<file path="src/mmt_store.sv">
`default_nettype none

module mmt_store #(
  parameter int unsigned DEPTH  = 256,
  parameter int unsigned DATA_W = 16,
  localparam int unsigned AW    = (DEPTH > 1) ? $clog2(DEPTH) : 1
) (
  input  wire logic                     clk_i,
  input  wire logic                     we_i,
  input  wire logic [AW-1:0]            waddr_i,
  input  wire logic signed [DATA_W-1:0] wdata_i,
  input  wire logic                     re_i,
  input  wire logic [AW-1:0]            raddr_i,
  output logic signed [DATA_W-1:0]      rdata_o
);

  logic signed [DATA_W-1:0] mem [DEPTH];
  logic signed [DATA_W-1:0] rdata_q;

  always_ff @(posedge clk_i) begin
    if (we_i) begin
      mem[waddr_i] <= wdata_i;
    end
    if (re_i) begin
      rdata_q <= mem[raddr_i];
    end
  end

  assign rdata_o = rdata_q;

endmodule

`default_nettype wire

</file>
<file path="config.mk">
export PLATFORM = sky130hd
export DESIGN_NAME = mmt_store
export DESIGN_NICKNAME = d
export VERILOG_FILES = /design/src/mmt_store.sv
export SDC_FILE = /design/constraint.sdc
export NUM_CORES = 2
export LEC_CHECK = 0
export ABC_CLOCK_PERIOD_IN_PS = 3800
export BUFFER_PORTS_ARGS = -buffer_cell sky130_fd_sc_hd__buf_2
export CAP_MARGIN = 20
export CORE_MARGIN = 2
export CORE_UTILIZATION = 51
export DETAILED_ROUTE_END_ITERATION = 10
export PLACE_DENSITY_LB_ADDON = 0.25
export SLEW_MARGIN = 20
export SYNTH_ARGS = -nofsm -noshare
export SYNTH_HDL_FRONTEND = slang
export SYNTH_SLANG_ARGS = --single-unit
</file>
<file path="constraint.sdc">
create_clock -name clk_i -period 3.8 [get_ports clk_i]
set_clock_uncertainty 0.05 [all_clocks]
set_input_delay 0.76 -clock clk_i [delete_from_list [all_inputs] [get_ports clk_i]]
set_output_delay 0.76 -clock clk_i [all_outputs]
set_load 0.01 [all_outputs]
</file>
==> metrics.txt <==
status=complete, no violations; # hold bufs at CTS=0; Max FO, Critical Path=38; Crit. Startpoint=raddr_i[0]; Detailed Route WL=417 mm; largest net degree at the start of global routing=129; r2r setup slk=0.75 ns; number of synthesized flops with an enable pin=4112; H-tree depth=5; Least-Margin Pin Slew=1.17 ns; max-slew violations=0; crit path time final=3.24 ns; grt total ovfl=0; most common cell after layout, fill and taps aside=edfxtp_1; worst setup path class=in2reg; cts repair resizes=0; Cell Area, Synth=0.159 mm^2; DR vias/cell=6.39; Seq/Total Area, Yosys=77.7%; max cap viols=0; via count=80.5k; initial antenna violation count=24; commonest cells after routing, fill and taps aside=edfxtp_1 (4112), mux4_2 (797), buf_4 (630), mux2i_1 (565), clkbuf_16 (408); Setup violations, final=0; headroom to the max-slew limit=22.0%; Yosys reg bits=4112; die height=562 um; top_reg_cell synth=edfxtp_1; root buffer cell=clkbuf_16; Critical path destination=rdata_o[11]; top cell type's share of synthesized area=77.7%; detailed placement HPWL=254 mm; Post-Synthesis Cells=7360; Rows=204; share of cells above drive strength 1=28.2%; RR Endpoint=rdata_o[6]; Clock Latency Late Sink=0.99 ns; CTS Buf Count=407; # clock sinks=4112; final hold viol count=0; Area Growth Syn to Fin=15.2%; arrival time at the worst endpoint=3.85 ns; fmax=309 MHz; CTS clk-pin slew, worst paths=0.06 ns; period utilization=85.2%; # port buffers=50; number of top-level pins=51; vias in the first global route=78.9k; 1st-iter DRT viols=11.8k; FILL cells=21.7k; Die W=562 um; Static Leak=0.0588 uW; area leader, netlist=edfxtp_1; top post-synthesis cells by area=edfxtp_1 (78%), mux4_2 (11%), mux2i_1 (3.6%); Initial Utilization=51.4%; routability cong.=0.901; CP startpoint kind=input pin; cells on worst reg2reg path=9; Wirelength per Cell=33.1 um; global-route wire length before repair=590 mm; Pre-antenna DRT Iters=6; Cell Pwr Density=522 mW/mm^2; CTS tree=done; core box area=0.309 mm^2; Netlist cell types=51; Post-Synthesis Net Count=7395; Setup Buffers After CTS=0; maximum VDD drop=539 uV; CP endpoint kind=flop; Async SR Flop Fraction=0%; Hold Path Class=in2reg; RSZ-0062 raised after global routing=no; Routed Antenna Nets=0; DRC viols=0; die area=0.316 mm^2; worst r2r src=mem[139][6]; Power Total=95600 uW; total track usage=26.2%; Total Nets Final=8161; Worst EP required=4.41 ns; setup TNS=0 ns; clock tree buffer depth=4; synth warn=0; Syn Area/Cell=21.6 um^2
==> cell families (layout without fill, tap and decap cells) <==
kind of cell	Yosys count	after routing	synth area share, %
AO/OA/AOI/OAI	786	786	3.53
buffers and inverters	456	1559	1.69
flip-flops	4112	4112	77.7
multiplexers	1450	1450	15.5
other	0	16	0
AND/OR/NAND/NOR	556	556	1.57
==> registers in the layout, indices dropped and copies added (netlist names) <==
name / count
rdata_o: 16
mem: 4096
==> synthesized netlist by cell type, types with 3 or more instances <==
cell,n
nor2b_1,9
a221oi_1,28
nand2b_1,3
clkbuf_1,230
o221ai_1,252
nand4_1,26
mux4_2,797
and3_1,11
o21ai_0,37
a211oi_1,18
buf_4,26
a21oi_1,175
nor2_1,304
nand3_1,35
a31oi_1,6
buf_8,11
a22o_1,32
nand2_1,38
o32ai_1,20
o31ai_1,16
nor3_1,92
edfxtp_1,4112
mux2_2,88
nand4b_1,3
o22ai_1,148
or2_2,4
a2111oi_0,6
mux2i_1,565
buf_2,76
buf_1,27
a22oi_1,43
inv_1,3
buf_6,77
buf_12,5
nor4_1,17
==> power by group <==
| group | total, uW | leakage, uW | switching, uW | internal [uW] |
|---|---|---|---|---|
| registers | 50100 | 0.0370 | 61.2 | 50000 |
| clock network | 40500 | 0.00657 | 17200 | 23300 |
| logic | 5000 | 0.0153 | 3150 | 1850 |
==> stage by stage <==
| step | cells | area [um^2] | hold WS [ns] | worst slack (ns) | util [%] |
|---|---|---|---|---|---|
| 2_1_floorplan | 7360 | 159000 | 0.809 | 0.741 | - |
| 3_5_place_dp | 11800 | 169000 | 1.08 | -0.416 | 54.8 |
| 4_1_cts | 12600 | 183000 | 0.0681 | 0.573 | 59.1 |
| 5_1_grt | 12600 | 183000 | 0.0913 | 0.551 | 59.2 |
| 6_report | 12600 | 183000 | 0.0934 | 0.562 | 59.2 |
| 3_3_place_gp | 11800 | 169000 | 1.07 | -0.576 | 54.8 |
==> worst min path at each step <==
stage	startpoint	endpoint	slack, ns	cells past startpoint
finish	wdata_i[12]	mem[101][12]	0.09	1
CTS	wdata_i[10]	mem[87][10]	0.07	1
detailed placement	mem[234][6]	rdata_o[6]	1.08	6
floorplan	wdata_i[0]	mem[0][0]	0.81	0
global route	wdata_i[12]	mem[100][12]	0.09	1
global placement	mem[234][6]	rdata_o[6]	1.07	6
==> per-layer routing <==
| layer | track usage, % | up-vias | share of wire (%) |
|---|---|---|---|
| met2 | 41.3 | 4293 | 48 |
| met1 | 37.1 | 42700 | 39 |
| met5 | 0 | - | 0.0077 |
| met4 | 8.22 | 6 | 3.4 |
| met3 | 5.38 | 642 | 10 |
| li1 | - | 32900 | - |
==> final cells by class <==
class	count	area, um^2	share of cell area, %
sequential	4112	123000	67.5
antenna	16	40.0	0.0219
multi-input combinational	2792	33000	18.0
clock inverter	275	3070	1.68
inverter	4	27.5	0.0150
tap	4120	5150	2.82
clock buffer	471	10400	5.71
timing repair buffer	809	7780	4.25
==> worst max-delay path, cell delays in order <==
cell and delay [ns]:
buf_12 0.14, buf_12 0.19, buf_12 0.29, buf_12 0.33, mux4_2 0.58, a2111oi_0 0.94, buf_4 0.23, a21oi_1 0.08
nand3_1 0.13, nor4_1 0.06
Note: power is estimated with default switching activity, not from simulation.
