--- src/mmt_pkg.sv ---
`default_nettype none

package mmt_pkg;

  localparam int unsigned DIM_W          = 5;
  localparam int unsigned IDX_W          = 8;
  localparam int unsigned VAL_W          = 16;
  localparam int unsigned OP_W           = 2;
  localparam int unsigned CFG_IDX_W      = 3;
  localparam int unsigned CFG_DATA_W     = 5;
  // Dimensions are at most 31, so any operand address stays below 31 * 31.
  localparam int unsigned ADDR_W         = 10;
  localparam int unsigned MN_W           = 2 * DIM_W;
  localparam int unsigned FRAC_BITS      = 8;

  localparam int unsigned MAX_DIM_DEF    = 16;
  localparam int unsigned ELEM_WIDTH_DEF = 16;

  typedef enum logic [OP_W-1:0] {
    OP_WR_A = 2'd0,
    OP_WR_B = 2'd1,
    OP_RD_C = 2'd2
  } op_e;

  typedef enum logic [CFG_IDX_W-1:0] {
    CFG_ROWS_M  = 3'd0,
    CFG_COLS_N  = 3'd1,
    CFG_INNER_K = 3'd2,
    CFG_TRANS_A = 3'd3,
    CFG_TRANS_B = 3'd4
  } cfg_reg_e;

  typedef struct packed {
    logic [OP_W-1:0]         op;
    logic [IDX_W-1:0]        flat_index;
    logic signed [VAL_W-1:0] elem_value;
  } item_t;

  typedef struct packed {
    logic signed [VAL_W-1:0] result_value;
    logic [IDX_W-1:0]        result_index;
    logic                    is_last;
  } result_t;

  typedef struct packed {
    logic clr;
    logic en;
  } mac_ctrl_t;

endpackage

`default_nettype wire

--- src/mmt_div.sv ---
`default_nettype none

module mmt_div
  import mmt_pkg::*;
(
  input  wire logic             clk_i,
  input  wire logic             rst_ni,
  input  wire logic             start_i,
  input  wire logic [IDX_W-1:0] dividend_i,
  input  wire logic [DIM_W-1:0] divisor_i,
  output logic                  done_o,
  output logic [IDX_W-1:0]      quot_o,
  output logic [DIM_W-1:0]      rem_o
);

  localparam int unsigned CNT_W = $clog2(IDX_W);

  logic             busy_q, busy_d;
  logic             done_q, done_d;
  logic [CNT_W-1:0] cnt_q, cnt_d;
  logic [DIM_W:0]   rem_q, rem_d;
  logic [IDX_W-1:0] quo_q, quo_d;
  logic [DIM_W:0]   rem_sh;
  logic             fits;

  // Restoring division, one quotient bit per cycle.
  assign rem_sh = {rem_q[DIM_W-1:0], quo_q[IDX_W-1]};
  assign fits   = rem_sh >= {1'b0, divisor_i};

  always_comb begin
    busy_d = busy_q;
    done_d = 1'b0;
    cnt_d  = cnt_q;
    rem_d  = rem_q;
    quo_d  = quo_q;
    if (start_i) begin
      busy_d = 1'b1;
      cnt_d  = '0;
      rem_d  = '0;
      quo_d  = dividend_i;
    end else if (busy_q) begin
      rem_d = fits ? (rem_sh - {1'b0, divisor_i}) : rem_sh;
      quo_d = {quo_q[IDX_W-2:0], fits};
      cnt_d = cnt_q + CNT_W'(1);
      if (cnt_q == CNT_W'(IDX_W - 1)) begin
        busy_d = 1'b0;
        done_d = 1'b1;
      end
    end
  end

  always_ff @(posedge clk_i or negedge rst_ni) begin
    if (!rst_ni) begin
      busy_q <= 1'b0;
      done_q <= 1'b0;
      cnt_q  <= '0;
    end else begin
      busy_q <= busy_d;
      done_q <= done_d;
      cnt_q  <= cnt_d;
    end
  end

  always_ff @(posedge clk_i) begin
    rem_q <= rem_d;
    quo_q <= quo_d;
  end

  assign done_o = done_q;
  assign quot_o = quo_q;
  assign rem_o  = rem_q[DIM_W-1:0];

endmodule

`default_nettype wire

--- config.mk ---
export PLATFORM = sky130hd
export DESIGN_NAME = mmt_div
export DESIGN_NICKNAME = d
export VERILOG_FILES = /design/src/mmt_pkg.sv /design/src/mmt_div.sv
export SDC_FILE = /design/constraint.sdc
export NUM_CORES = 1
export LEC_CHECK = 0
export ABC_AREA = 1
export BUFFER_PORTS_ARGS = -buffer_cell sky130_fd_sc_hd__clkbuf_2
export CAP_MARGIN = 5
export CORE_ASPECT_RATIO = 0.75
export CORE_MARGIN = 3
export CORE_UTILIZATION = 30
export DETAILED_ROUTE_END_ITERATION = 16
export HOLD_SLACK_MARGIN = 0.03
export MAX_ROUTING_LAYER = met4
export PLACE_DENSITY = 0.51
export RECOVER_POWER = 25
export SLEW_MARGIN = 10
export SYNTH_ARGS = -nofsm -noshare
export SYNTH_HDL_FRONTEND = slang
export SYNTH_SLANG_ARGS = --single-unit
export TNS_END_PERCENT = 30
--- constraint.sdc ---
create_clock -name clk_i -period 1.68 [get_ports clk_i]
set_input_delay 0.168 -clock clk_i [delete_from_list [all_inputs] [get_ports clk_i]]
set_output_delay 0.168 -clock clk_i [all_outputs]
set_load 0.005 [all_outputs]
==> reports/results.ini <==
[finish]
final_common_cell=nand2_1
nets=183
syn_to_final_growth_pct=28.5
final_cells=196
utilization_pct=42.2
layout_common_cells=44 x nand2_1, 28 x clkbuf_2, 14 x inv_1, 11 x nand3_1, 8 x edfxtp_1
fillers=317
antenna-diode-count=0
drive_above_1_share_pct=28.5

[logic_synthesis]
synth.top_cell.area_share_pct=23.7
syn_nets=145
yosysUniqueCellTypes=22
synth_warnings=0
netlist_area_um2=1010
seq_area_frac_synth_pct=45.9
synth-seq-cells=18
synthTopCellsByArea=edfxtp_1 24%, nand2_1 17%, dfrtp_1 12%, dfxtp_1 9.9%, ha_1 8.6%
synth_edf_count=8
avgSynthCellArea_um2=8.38
ys.flop_type=edfxtp_1
async_reset_ff_share_pct=27.8
syn_inst=121
synth_top_cell_by_area=edfxtp_1

[worst_setup_path]
cp_slowest_stage_delay_ps=400
cp_data_required_time_ps=1830
cp_max_fo=7
crit-reg2reg-launch=quot_o[7]$_DFFE_PP_
crit_path_top_delay_cell=edfxtp_1
setup.worst_path.end_class=register
start_kind=register
critPathArrivalTime_ps=1770
crit_start=quot_o[7]$_DFFE_PP_
path_class=reg2reg
crit_chain=inv_2, ha_1, inv_1, fa_2, nand2_2, nand2_2, nand3_4, nand3_1, nand3_1, nand2_1

[place]
port_buffers=29
dp_cells=190
globalplace.congestion=0.788
hpwl_um=1720
dp_slack_ps=-21.2

[timing]
final.period_utilization_pct=96.1
skew_ps=2.47
setup_viol=0
slew_violations=0
tightest_slew_ps=572
hold_viol=0
finalSetupTns_ps=0
finalCriticalPeriod_ps=1620
max_slew_margin_pct=61.7
setup_slack_ps=65.0
fmax_mhz=619
rsz0062_at_grt=yes

[pwr]
p_leak_nw=0.707
p_per_area_nw_per_um2=1270
totalPowerFinal_mw=1.66
vdd_ir_drop_max_mv=0.472

[flow_run]
max_cap_violations=0

[global_routing]
grt_overflow_total=0
grt_pass1_vias=824
gr-usage-all-layers_pct=11.9
grt_pass1_wl_um=3770
antenna_found_initial=0
grt_max_degree=12

[clock_network]
htree_levels=1
cts_buffer_depth=2
root_buffer=clkbuf_8
cts_made_buffers=3
cts_tree=done
clkLatencyLatePin_ps=250
cts.sinks=18
clkTransAtPathRegs_ps=70

[detailed_routing]
route.detailed.drc=0
detail_route.first_pass.iterations=4
finalWirelength_um=2210
drt_iter0_markers=68
wl_per_cell_um=11.3
vias=896
vias_per_cell=4.57
ant_nets=0

[worst_hold_path]
hold_class=in2reg
hp-start=dividend_i[4]

[floorplan]
core_um2=3080
initial_core_util_pct=32.9
die_y_um=56.3
die_area_um2=4120
die_width_um=73.1
rows=17
io_pins=30

[run_status]
run_status=finished, final reports clean

-- Yosys cell counts (2+ instances only) --
cell,instances
dfxtp_1,5
dfrtp_1,5
a22o_1,2
inv_1,15
nand3_1,11
edfxtp_1,8
nor2_1,7
nand2_1,46
a21oi_1,2
xnor2_1,2
ha_1,7
-- where the power goes --
| part | leakage [nW] | switching, mW | total, mW | internal (mW) |
|---|---|---|---|---|
| registers | 0.191 | 0.0773 | 0.631 | 0.554 |
| logic | 0.493 | 0.396 | 0.718 | 0.322 |
| clock network | 0.0231 | 0.145 | 0.307 | 0.162 |
-- logic make-up (layout without fill, tap and decap cells) --
family | after synthesis | after routing | share of synthesized area [%]
adder cells (fa/ha/maj) | 8 | 8 | 10.6
XOR/XNOR | 2 | 2 | 1.73
flip-flops | 18 | 18 | 45.9
AND/OR/NAND/NOR | 70 | 70 | 31.2
buffers and inverters | 17 | 54 | 6.67
AO/OA/AOI/OAI | 6 | 6 | 3.83
-- flip-flops by register name, summed over array words and instances, names as in the netlist --
signal	cells
quot_o	8
rem_q	5
cnt_q	3
busy_q	1
done_o	1
-- metrics by stage --
stage          area (µm²)  hold WS [ps]
3_5_place_dp         1220         -4.95
4_1_cts              1290           179
3_3_place_gp         1220         -7.84
5_1_grt              1300           185
6_report             1300           183
2_1_floorplan        1010          -128
-- final timing paths --
kind	to	slack, ps	cells past startpoint
max	rem_q[3]$_SDFFE_PP0P_	60	10
min	quot_o[4]$_DFFE_PP_	180	3
max reg2reg	rem_q[3]$_SDFFE_PP0P_	60	10
min reg2reg	rem_q[4]$_SDFFE_PP0P_	470	2
max in group asynchronous	busy_q$_DFF_PN0_	1160	2
min in group asynchronous	cnt_q[2]$_DFFE_PN0P_	300	2
-- per-layer routing --
metal	global-route usage, %	part of all wire [%]
met1	16.5	47
met2	16.9	46
met5	-	0
met3	4.47	6.8
met4	1.58	0.18
-- worst max-delay path: cells and delay by family, from the launching register on --
kind / cells / cell delay [ps]
buf+inv: 2 / 140
flops: 1 / 400
fa+ha+maj: 2 / 480
simple gates: 6 / 500
-- final cells by class --
class	instances	area, µm²	area share (%)
Clock buffer	3	41.3	3.17
Clock inverter	1	3.75	0.288
Inverter	16	60.1	4.61
Multi-Input combinational cell	86	500	38.4
Sequential cell	18	465	35.7
Tap cell	38	47.5	3.65
Timing Repair Buffer	34	184	14.1
-- repair_timing --
item                                    4_1_cts  5_1_grt
endpoints found under the hold margin         5        0
pin swaps                                     0        1
gates resized for setup                       3        3
cloned                                        0        0
hold buffers                                  1        0
buffers inserted                              0        1
endpoints found under the setup margin        6        6
No activity file was read; power rests on OpenSTA's default activity.
