<file path="src/mmt_pkg.sv">
`default_nettype none

package mmt_pkg;

  localparam int unsigned DIM_W          = 5;
  localparam int unsigned IDX_W          = 8;
  localparam int unsigned VAL_W          = 16;
  localparam int unsigned OP_W           = 2;
  localparam int unsigned CFG_IDX_W      = 3;
  localparam int unsigned CFG_DATA_W     = 5;
  // Dimensions are at most 31, so any operand address stays below 31 * 31.
  localparam int unsigned ADDR_W         = 10;
  localparam int unsigned MN_W           = 2 * DIM_W;
  localparam int unsigned FRAC_BITS      = 8;

  localparam int unsigned MAX_DIM_DEF    = 16;
  localparam int unsigned ELEM_WIDTH_DEF = 16;

  typedef enum logic [OP_W-1:0] {
    OP_WR_A = 2'd0,
    OP_WR_B = 2'd1,
    OP_RD_C = 2'd2
  } op_e;

  typedef enum logic [CFG_IDX_W-1:0] {
    CFG_ROWS_M  = 3'd0,
    CFG_COLS_N  = 3'd1,
    CFG_INNER_K = 3'd2,
    CFG_TRANS_A = 3'd3,
    CFG_TRANS_B = 3'd4
  } cfg_reg_e;

  typedef struct packed {
    logic [OP_W-1:0]         op;
    logic [IDX_W-1:0]        flat_index;
    logic signed [VAL_W-1:0] elem_value;
  } item_t;

  typedef struct packed {
    logic signed [VAL_W-1:0] result_value;
    logic [IDX_W-1:0]        result_index;
    logic                    is_last;
  } result_t;

  typedef struct packed {
    logic clr;
    logic en;
  } mac_ctrl_t;

endpackage

`default_nettype wire

</file>
<file path="src/mmt_mac.sv">
`default_nettype none

module mmt_mac
  import mmt_pkg::*;
#(
  parameter int unsigned MAX_DIM    = MAX_DIM_DEF,
  parameter int unsigned ELEM_WIDTH = ELEM_WIDTH_DEF,
  localparam int unsigned SW        = (ELEM_WIDTH < VAL_W) ? ELEM_WIDTH : VAL_W
) (
  input  wire logic                 clk_i,
  input  wire logic                 rst_ni,
  input  wire mac_ctrl_t            ctrl_i,
  input  wire logic signed [SW-1:0] a_i,
  input  wire logic signed [SW-1:0] b_i,
  output logic                      busy_o,
  output logic signed [VAL_W-1:0]   result_o
);

  localparam int unsigned PROD_W = 2 * SW;
  localparam int unsigned ACC_W  = PROD_W + $clog2(MAX_DIM) + 1;

  localparam logic signed [ACC_W-1:0] SAT_MAX = ACC_W'(32767);
  localparam logic signed [ACC_W-1:0] SAT_MIN = -SAT_MAX - ACC_W'(1);

  logic                     p_vld_q;
  logic signed [PROD_W-1:0] prod_q;
  logic signed [ACC_W-1:0]  acc_q;
  logic signed [ACC_W-1:0]  prod_ext;
  logic signed [ACC_W-1:0]  scaled;

  assign prod_ext = {{(ACC_W - PROD_W){prod_q[PROD_W-1]}}, prod_q};

  always_ff @(posedge clk_i or negedge rst_ni) begin
    if (!rst_ni) begin
      p_vld_q <= 1'b0;
    end else begin
      p_vld_q <= ctrl_i.en & ~ctrl_i.clr;
    end
  end

  always_ff @(posedge clk_i) begin
    if (ctrl_i.en) begin
      prod_q <= a_i * b_i;
    end
    if (ctrl_i.clr) begin
      acc_q <= '0;
    end else if (p_vld_q) begin
      acc_q <= acc_q + prod_ext;
    end
  end

  // Floor shift back to Q8.8, then clip to the 16-bit range.
  assign scaled = acc_q >>> FRAC_BITS;

  always_comb begin
    if (scaled > SAT_MAX) begin
      result_o = VAL_W'(SAT_MAX);
    end else if (scaled < SAT_MIN) begin
      result_o = VAL_W'(SAT_MIN);
    end else begin
      result_o = VAL_W'(scaled);
    end
  end

  assign busy_o = p_vld_q;

endmodule

`default_nettype wire

</file>
<file path="config.mk">
export PLATFORM = sky130hd
export DESIGN_NAME = mmt_mac
export DESIGN_NICKNAME = d
export VERILOG_FILES = /design/src/mmt_pkg.sv /design/src/mmt_mac.sv
export SDC_FILE = /design/constraint.sdc
export NUM_CORES = 1
export LEC_CHECK = 0
export BUFFER_PORTS_ARGS = -buffer_cell sky130_fd_sc_hd__buf_2
export CORE_UTILIZATION = 40
export DETAILED_ROUTE_END_ITERATION = 8
export PLACE_DENSITY_LB_ADDON = 0.08
export SETUP_SLACK_MARGIN = 0.5
export SLEW_MARGIN = 10
export SYNTH_ARGS = -nofsm -noshare
export SYNTH_HDL_FRONTEND = slang
export SYNTH_SLANG_ARGS = --single-unit
</file>
<file path="constraint.sdc">
create_clock -name clk_i -period 3 [get_ports clk_i]
set_clock_uncertainty 0.2 [all_clocks]
set_input_delay 0 -clock clk_i [delete_from_list [all_inputs] [get_ports clk_i]]
set_output_delay 0 -clock clk_i [all_outputs]
set_load 0.02 [all_outputs]
</file>
==> run_results.csv, run 1 <==
group,metric,value,unit
setup_path,cp_num_cells,20,
grt,antenna_found_initial,0,
routing,drt_wl_total,37.8,mm
floorplan,dieArea,36600,µm²
setup_path,cp_common_cell,"fa_1",
sta,setup_violations,27,
setup_path,start_kind,"primary input",
setup_path,critical_path_buf_inv_count,4,
floorplan,core,34900,µm²
synthesis,syn-num-nets,1988,
status,violations,"negative setup slack",
sta,rsz0062_at_grt,"yes",
placed_design,gp_congestion,0.852,
sta,post-route-period-util,171,%
synthesis,avgSynthCellArea,9.11,µm²
clocking,clockBufferDepth,2,
sta,hold_viol,0,
routing,ant_nets,0,
cells_and_area,layout-drive-gt1-share,35.0,%
routing,drcViolationCount,0,
routing,post_drt_wl_per_cell,16.4,µm
placed_design,hpwl,30.6,mm
clocking,cts_tree,"yes",
worst_hold_path,min_path_type,"primary input to flip-flop",
floorplan,rows,68,
setup_path,worst_setup_path_end_kind,"flip-flop",
synthesis,synth_top_area_share,36.8,%
routing,via_count,11400,
synthesis,yosysMostFrequentCell,"inv_1",
synthesis,synthTopCellsByCount,"311 x inv_1, 263 x fa_1, 167 x nand2_1",
synthesis,yosysTopAreaCell,"fa_1",
setup_path,reg2regPathDepth,11,
floorplan,start_util,41.0,%
cells_and_area,fin_nets,2264,
synthesis,syn_area,14300,µm²
clocking,cts-htree-levels,3,
synthesis,ys_ff_latch,70,
synthesis,ys_types,70,
cells_and_area,diodes,0,
synthesis,yosysSeqAreaShare,12.1,%
clocking,worstSkewPairLatency,350,ps
worst_hold_path,whs_path_depth,3,
sta,max_slew.worst_pin.slew,715,ps
floorplan,die_w,191,µm
cells_and_area,fillers,3169,
setup_path,crit_arrival,5020,ps
routing,drtPass1Iterations,5,
status,status,"finished, violations left",
grt,grt_max_degree,34,
clocking,root_buffer,"clkbuf_16",
setup_path,required,2890,ps
routing,routed_via_density,4.94,
sta,layout_setup_ws,-2130,ps
synthesis,netlist_top_cells_area,"fa_1 37%, ha_1 10%, inv_1 8.2%",
routing,drt_iter0_drc,410,
setup_path,slowest_stage,"fa_1",
synthesis,synth-async-reset-ratio,1.43,%
clocking,path_clk_slew,50,ps
placed_design,numPortBuffers,52,
sta,drv_slew,0,
setup_path,crit_chain,"buf_6 -> nand2_2 -> fa_1 -> inv_1 -> fa_1 -> fa_1 -> fa_1 -> fa_1 -> inv_1 -> fa_1 -> inv_1 -> ha_4 -> a21o_1 -> a21o_1 -> nor2_2 -> o211ai_1 -> a31o_2 -> a21oi_2 -> o21ai_1 -> xor2_1",
run,max_cap_violations,0,
setup_path,crit_type,"primary input to flip-flop",
cells_and_area,synthToLayoutAreaGrowth,36.4,%
sta,setup-tns-final,-44110,ps
clocking,cts_sinks,70,
synthesis,synthFlopType,"dfxtp_1",
setup_path,max_stage_delay,540,ps
sta,fmax,195,MHz
sta,slew_headroom,52.4,%
setup_path,crit_family,"adder cells",
clocking,numCtsBuffers,9,
synthesis,yosys_warnings,0,
grt,grt_pass1_vias,12200,
floorplan,fp.dieH,191,µm
grt,grtUsageTotal,21.6,%
setup_path,cp_max_fo,13,
grt,grt-ovfl-total,0,
grt,grt_pass1_wl,63.3,mm
synthesis,synth_cells,1571,
cells_and_area,final_util,56.0,%
synthesis,synth-edff-count,32,
sta,fin_crit,5130,ps
floorplan,pin_count,53,
layer usage:
metal / vias to the layer above / track usage, % / part of all wire, %
li1: 5537 / - / -
met1: 5668 / 31.5 / 49
met2: 173 / 36.1 / 47
met3: 21 / 1.30 / 2.3
met4: 0 / 3.05 / 0.89
met5: - / 0 / 0
stage by stage:
step	hold WS, ps	setup WS [ps]	cells	instance area (µm²)
after floorplan	-496	-2330	1571	15300
after global placement	-423	-2740	2237	17300
after detailed placement	-422	-2730	2237	17300
after CTS	1.58	-2140	2284	18900
after global routing	28.1	-2320	2307	19500
final	10.5	-2130	2307	19500
placed cells by master, fill, tap and decap left out, drive strengths merged, types with 10 or more instances in the layout:
| cell type | netlist | layout |
|---|---|---|
| o21a | 20 | 20 |
| a21o | 24 | 24 |
| clkbuf | 46 | 15 |
| o21ai | 35 | 35 |
| nand3 | 19 | 19 |
| nor2 | 72 | 72 |
| nor3 | 19 | 19 |
| mux2i | 17 | 17 |
| o21bai | 10 | 10 |
| edfxtp | 32 | 32 |
| a211oi | 18 | 18 |
| inv | 311 | 311 |
| and2 | 129 | 129 |
| xnor2 | 41 | 41 |
| buf | 6 | 311 |
| fa | 263 | 263 |
| nand2 | 167 | 167 |
| dfxtp | 37 | 37 |
| ha | 118 | 118 |
| a21oi | 56 | 56 |
| xor2 | 14 | 14 |
timing repair:
item	CTS	global route
hold buffers	3	0
pin swaps	173	91
endpoints found under the hold margin	7	0
gates resized for setup	258	94
setup endpoints to repair	53	56
setup buffers	27	21
gates cloned	1	2
cells by family after synthesis:
family	after synthesis	share of synthesized area (%)
AO/OA/AOI/OAI	224	10.8
XOR/XNOR	55	3.36
adder cells (fa/ha/maj)	381	47.1
buffers and inverters	363	9.55
flip-flops	70	12.1
multiplexers	19	1.35
AND/OR/NAND/NOR	459	15.8
worst min-delay path: stages:
cell and delay (ps):
buf_2 130, buf_8 160, and2_1 140
layout make-up:
type                    instances  area (µm²)  area share [%]
repair buffers                317        2880            14.7
clock buffers                  12         246            1.26
well taps                     455         569            2.92
clock inverters                 4        47.5           0.243
inverters                     311        1170            5.99
flip-flops and latches         70        1730            8.86
multi-input cells            1138       12900            66.0
worst paths after layout:
check                           slack [ps]      start          to
worst min-delay path                    10     a_i[0]   prod_q[0]
worst max-delay path                 -2130    a_i[11]  prod_q[26]
worst max register to register         -60  prod_q[0]   acc_q[24]
min in group asynchronous              270     rst_ni      busy_o
worst min register to register         290   acc_q[0]    acc_q[0]
max in group asynchronous             2230     rst_ni      busy_o
registers in the layout, summed over array words and instances, names as in the netlist:
name	flops
prod_q	32
acc_q	37
busy_o	1
Power of run 1 is not shown: default switching activity piles up to over one toggle a cycle in this logic, so the estimate is an artifact.
==> inputs of run 2 (changes only) <==
--- a/config.mk
+++ b/config.mk
@@ -9,6 +9,7 @@
 export CORE_UTILIZATION = 40
 export DETAILED_ROUTE_END_ITERATION = 8
 export PLACE_DENSITY_LB_ADDON = 0.08
+export RECOVER_POWER = 25
 export SETUP_SLACK_MARGIN = 0.5
 export SLEW_MARGIN = 10
 export SYNTH_ARGS = -nofsm -noshare
==> run_results.csv, run 2 (synthesis results as in run 1) <==
group,metric,value,unit
status,status,"finished, violations left",
floorplan,dieArea,36600,µm²
setup_path,required,2890,ps
grt,top_usage_layer,"met2",
floorplan,die_w,191,µm
setup_path,crit_arrival,5020,ps
routing,drcViolationCount,0,
setup_path,crit_chain,"buf_6 -> nand2_2 -> fa_1 -> inv_1 -> fa_1 -> fa_1 -> fa_1 -> fa_1 -> inv_1 -> fa_1 -> inv_1 -> ha_4 -> a21o_1 -> a21o_1 -> nor2_2 -> o211ai_1 -> a31o_2 -> a21oi_2 -> o21ai_1 -> xor2_1",
floorplan,rows,68,
setup_path,max_stage_delay,540,ps
sta,setup_violations,27,
placed_design,place_area,17300,µm²
setup_path,crit_type,"primary input to flip-flop",
run,max_cap_violations,1,
routing,routed_via_density,4.94,
clocking,numCtsBuffers,9,
clocking,cts_tree,"yes",
placed_design,numPortBuffers,52,
worst_hold_path,min_path_type,"primary input to flip-flop",
sta,rsz0062_at_grt,"yes",
placed_design,dp_slack,-2730,ps
setup_path,cp_common_cell,"fa_1",
setup_path,slowest_stage,"fa_1",
grt,grt-ovfl-total,0,
cells_and_area,fillers,3171,
setup_path,cp_max_fo,13,
floorplan,fp.dieH,191,µm
floorplan,core,34900,µm²
clocking,path_clk_slew,50,ps
status,violations,"max-capacitance violations, max-slew violations, negative setup slack",
grt,grt_pass1_wl,63.3,mm
grt,grt_pass1_vias,12200,
cells_and_area,largest_reg_flops,37,
grt,met2_usage,36.1,%
routing,via_count,11400,
grt,grt_max_degree,34,
routing,drtPass1Iterations,5,
cells_and_area,diodes,0,
sta,drv_slew,34,
cells_and_area,synthToLayoutAreaGrowth,36.4,%
routing,post_drt_wl_per_cell,16.4,µm
grt,use_met3,1.30,%
cells_and_area,fin_nets,2264,
grt,grtUsageTotal,21.6,%
floorplan,start_util,41.0,%
setup_path,worst_setup_path_end_kind,"flip-flop",
routing,drt_iter0_drc,410,
sta,fmax,195,MHz
floorplan,pin_count,53,
grt,use_met1,31.5,%
sta,post-route-period-util,171,%
cells_and_area,final_area,19500,µm²
cells_and_area,layout-drive-gt1-share,34.9,%
clocking,worstSkewPairLatency,350,ps
cells_and_area,final_cell_mix,"258 x inv_1, 236 x fa_1, 205 x buf_4",
cells_and_area,final_util,56.0,%
placed_design,gp_congestion,0.852,
clocking,root_buffer,"clkbuf_16",
clocking,cts_sinks,70,
sta,layout_setup_ws,-2130,ps
sta,max_slew.worst_pin.slew,1710,ps
clocking,cts-htree-levels,3,
cells_and_area,top_register,"acc_q",
placed_design,hpwl,30.6,mm
sta,hold_viol,0,
clocking,clockBufferDepth,2,
sta,slew_headroom,-14.2,%
cells_and_area,layout_commonest_cell,"inv_1",
sta,fin_crit,5130,ps
routing,drt_wl_total,37.8,mm
setup_path,start_kind,"primary input",
grt,antenna_found_initial,0,
routing,ant_nets,0,
run 2: layout make-up:
class | count | area, µm² | area share, %
clock inverters | 4 | 47.5 | 0.243
repair buffers | 317 | 2880 | 14.7
multi-input cells | 1138 | 12900 | 66.0
flip-flops and latches | 70 | 1730 | 8.86
inverters | 311 | 1170 | 5.99
clock buffers | 12 | 246 | 1.26
well taps | 455 | 569 | 2.92
run 2: worst max-delay path: cells and delay by family:
kind / cells / cell delay [ps]
adders and majority gates: 7 / 3350
AOI/OAI and AO/OA: 6 / 1010
and+or+nand+nor: 2 / 200
xor gates and xnor gates: 1 / 140
buffers and inverters: 4 / 320
run 2: metrics by stage:
step	hold WS (ps)	cells	TNS, ps
floorplan	-496	1571	-43830
global placement	-423	2237	-57580
detailed placement	-422	2237	-58760
CTS	1.58	2284	-44110
global route	28.1	2307	-48410
finish	10.6	2307	-44140
run 2: worst paths after layout:
| path | cells after the start | slack (ps) | start | endpoint |
|---|---|---|---|---|
| setup / recovery | 20 | -2130 | a_i[11] | prod_q[26] |
| hold / removal | 3 | 10 | a_i[0] | prod_q[0] |
| setup reg to reg | 11 | -60 | prod_q[0] | acc_q[24] |
| hold reg to reg | 2 | 290 | acc_q[0] | acc_q[0] |
| max in group asynchronous | 3 | 2230 | rst_ni | busy_o |
| min in group asynchronous | 3 | 270 | rst_ni | busy_o |
run 2: layer usage:
metal  vias to the layer above  routed length, µm
li1                       5537                  -
met1                      5671              18700
met2                       173              18000
met3                        21                869
met4                         0                338
met5                         -                  0
run 2: what timing repair did:
| action | 4_1_cts | 5_1_grt |
|---|---|---|
| hold endpoints to repair | 7 | 0 |
| gates resized for setup | 258 | 94 |
| pin swaps | 173 | 91 |
| gates cloned | 1 | 2 |
| endpoints found under the setup margin | 53 | 56 |
| hold buffers | 3 | 0 |
| buffers inserted | 27 | 21 |
Power of run 2 is left out for the same reason.
==> inputs of run 3 (changes only) <==
--- a/config.mk
+++ b/config.mk
@@ -6,7 +6,8 @@
 export NUM_CORES = 1
 export LEC_CHECK = 0
 export BUFFER_PORTS_ARGS = -buffer_cell sky130_fd_sc_hd__buf_2
-export CORE_UTILIZATION = 40
+export CORE_UTILIZATION = 50
+export CTS_BUF_LIST = sky130_fd_sc_hd__clkbuf_8
 export DETAILED_ROUTE_END_ITERATION = 8
 export PLACE_DENSITY_LB_ADDON = 0.08
 export RECOVER_POWER = 25
==> run_results.csv, run 3 (synthesis results as in run 1) <==
group,metric,value,unit
status,status,"finished, violations left",
status,violations,"max-capacitance violations, max-slew violations, negative setup slack",
grt,grtUsageTotal,26.8,%
floorplan,rows,61,
setup_path,crit_family,"adder cells",
routing,drtPass1Iterations,5,
setup_path,slowest_stage,"fa_1",
floorplan,dieArea,29300,µm²
floorplan,pin_count,53,
floorplan,fp.dieH,171,µm
setup_path,critical_path_buf_inv_count,4,
sta,max_slew.worst_pin.slew,1680,ps
setup_path,cp_max_fo,6,
clocking,root_buffer,"clkbuf_8",
clocking,path_clk_slew,80,ps
clocking,cts-htree-levels,3,
setup_path,timing.rr.start,"prod_q[0]",
routing,via_count,11700,
setup_path,reg2regPathDepth,12,
setup_path,rrSetupSlack,0,ps
grt,grt-ovfl-total,0,
placed_design,hpwl,29.8,mm
cells_and_area,diodes,0,
floorplan,core,28000,µm²
worst_hold_path,min_path_type,"primary input to flip-flop",
grt,antenna_found_initial,0,
setup_path,start_kind,"primary input",
setup_path,max_stage_delay,550,ps
routing,drt_iter0_drc,562,
grt,grt_max_degree,35,
sta,setup_violations,27,
placed_design,dp_slack,-2720,ps
clocking,worstSkewPairLatency,360,ps
sta,hold_viol,0,
cells_and_area,fillers,2133,
routing,drcViolationCount,0,
clocking,cts_tree,"yes",
routing,routed_via_density,5.23,
sta,fin_crit,5180,ps
cells_and_area,top_register,"acc_q",
sta,fmax,193,MHz
cells_and_area,final_area,19600,µm²
clocking,numCtsBuffers,9,
sta,drv_slew,34,
routing,drt_wl_total,37.8,mm
sta,post-route-period-util,173,%
sta,setup-tns-final,-45150,ps
placed_design,place_area,17100,µm²
clocking,clockBufferDepth,2,
setup_path,crit_type,"primary input to flip-flop",
cells_and_area,largest_reg_flops,37,
setup_path,cp_common_cell,"fa_1",
setup_path,required,2910,ps
routing,ant_nets,0,
grt,grt_pass1_vias,12300,
worst_hold_path,whs_path_depth,3,
setup_path,cp_num_cells,20,
floorplan,die_w,171,µm
floorplan,start_util,51.1,%
sta,rsz0062_at_grt,"yes",
sta,layout_setup_ws,-2180,ps
cells_and_area,layout_commonest_cell,"inv_1",
cells_and_area,final_util,69.8,%
cells_and_area,fin_nets,2272,
placed_design,numPortBuffers,52,
sta,slew_headroom,-11.9,%
routing,post_drt_wl_per_cell,16.9,µm
run,max_cap_violations,1,
clocking,cts_sinks,70,
grt,grt_pass1_wl,61.8,mm
setup_path,crit_chain,"buf_12 -> and2_4 -> fa_2 -> buf_6 -> fa_1 -> fa_1 -> fa_1 -> fa_1 -> inv_1 -> fa_1 -> inv_2 -> ha_4 -> a21o_1 -> a21o_1 -> nor2_2 -> o211ai_1 -> a31o_2 -> a21oi_2 -> o21ai_2 -> xor2_1",
setup_path,crit_path_start,"b_i[3]",
cells_and_area,final_cell_mix,"251 x inv_1, 238 x fa_1, 201 x buf_4",
worst_hold_path,worstHoldStart,"a_i[0]",
cells_and_area,synthToLayoutAreaGrowth,36.6,%
setup_path,crit_arrival,5090,ps
placed_design,gp_congestion,0.925,
setup_path,worst_setup_path_end_kind,"flip-flop",
cells_and_area,layout-drive-gt1-share,36.7,%
==> run 3: cell types whose count changed in the layout (fill, tap and decap cells not counted), sizes merged <==
cell / previous run / this run
bufbuf: 0 / 3
buf: 309 / 315
bufinv: 1 / 2
clkbuf: 17 / 13
clkinv: 2 / 1
inv: 311 / 314
==> run 3: final cells by class <==
class,instances,area [µm²],share of cell area (%)
Tap cell,378,473,2.42
Clock buffer,9,124,0.633
Multi-Input combinational cell,1138,12900,66.1
Inverter,311,1170,5.99
Timing Repair Buffer,325,3030,15.5
Sequential cell,70,1730,8.84
Clock inverter,7,97.6,0.499
==> run 3: through the flow <==
stage / cells / hold slack, ps
floorplan: 1571 / -496
global placement: 2147 / -424
detailed placement: 2147 / -424
CTS: 2206 / 28.1
global route: 2238 / 84.0
finish: 2238 / 83.4
==> run 3: path summary, 6_finish.rpt <==
kind,end
max in group asynchronous,busy_o
setup reg to reg,acc_q[36]
setup / recovery,prod_q[26]
hold reg to reg,acc_q[0]
min in group asynchronous,busy_o
hold / removal,prod_q[0]
==> run 3: what timing repair did <==
action,in CTS,in global routing
setup endpoints to repair,52,55
setup buffers,35,31
endpoints found under the hold margin,8,0
hold buffers,3,0
cloned,5,1
pin swaps,139,109
gates resized for setup,275,136
==> run 3: worst min-delay path: stages <==
cell,delay (ps)
buf_2,130
buf_4,240
and2_1,150
==> run 3: routing by layer <==
metal	up-vias	GRT usage (%)	share of wire (%)
li1	5554	-	-
met1	5786	36.9	46
met2	287	45.0	48
met3	70	2.28	3.4
met4	0	8.35	2.8
met5	-	0	0
Power of run 3 is left out for the same reason.
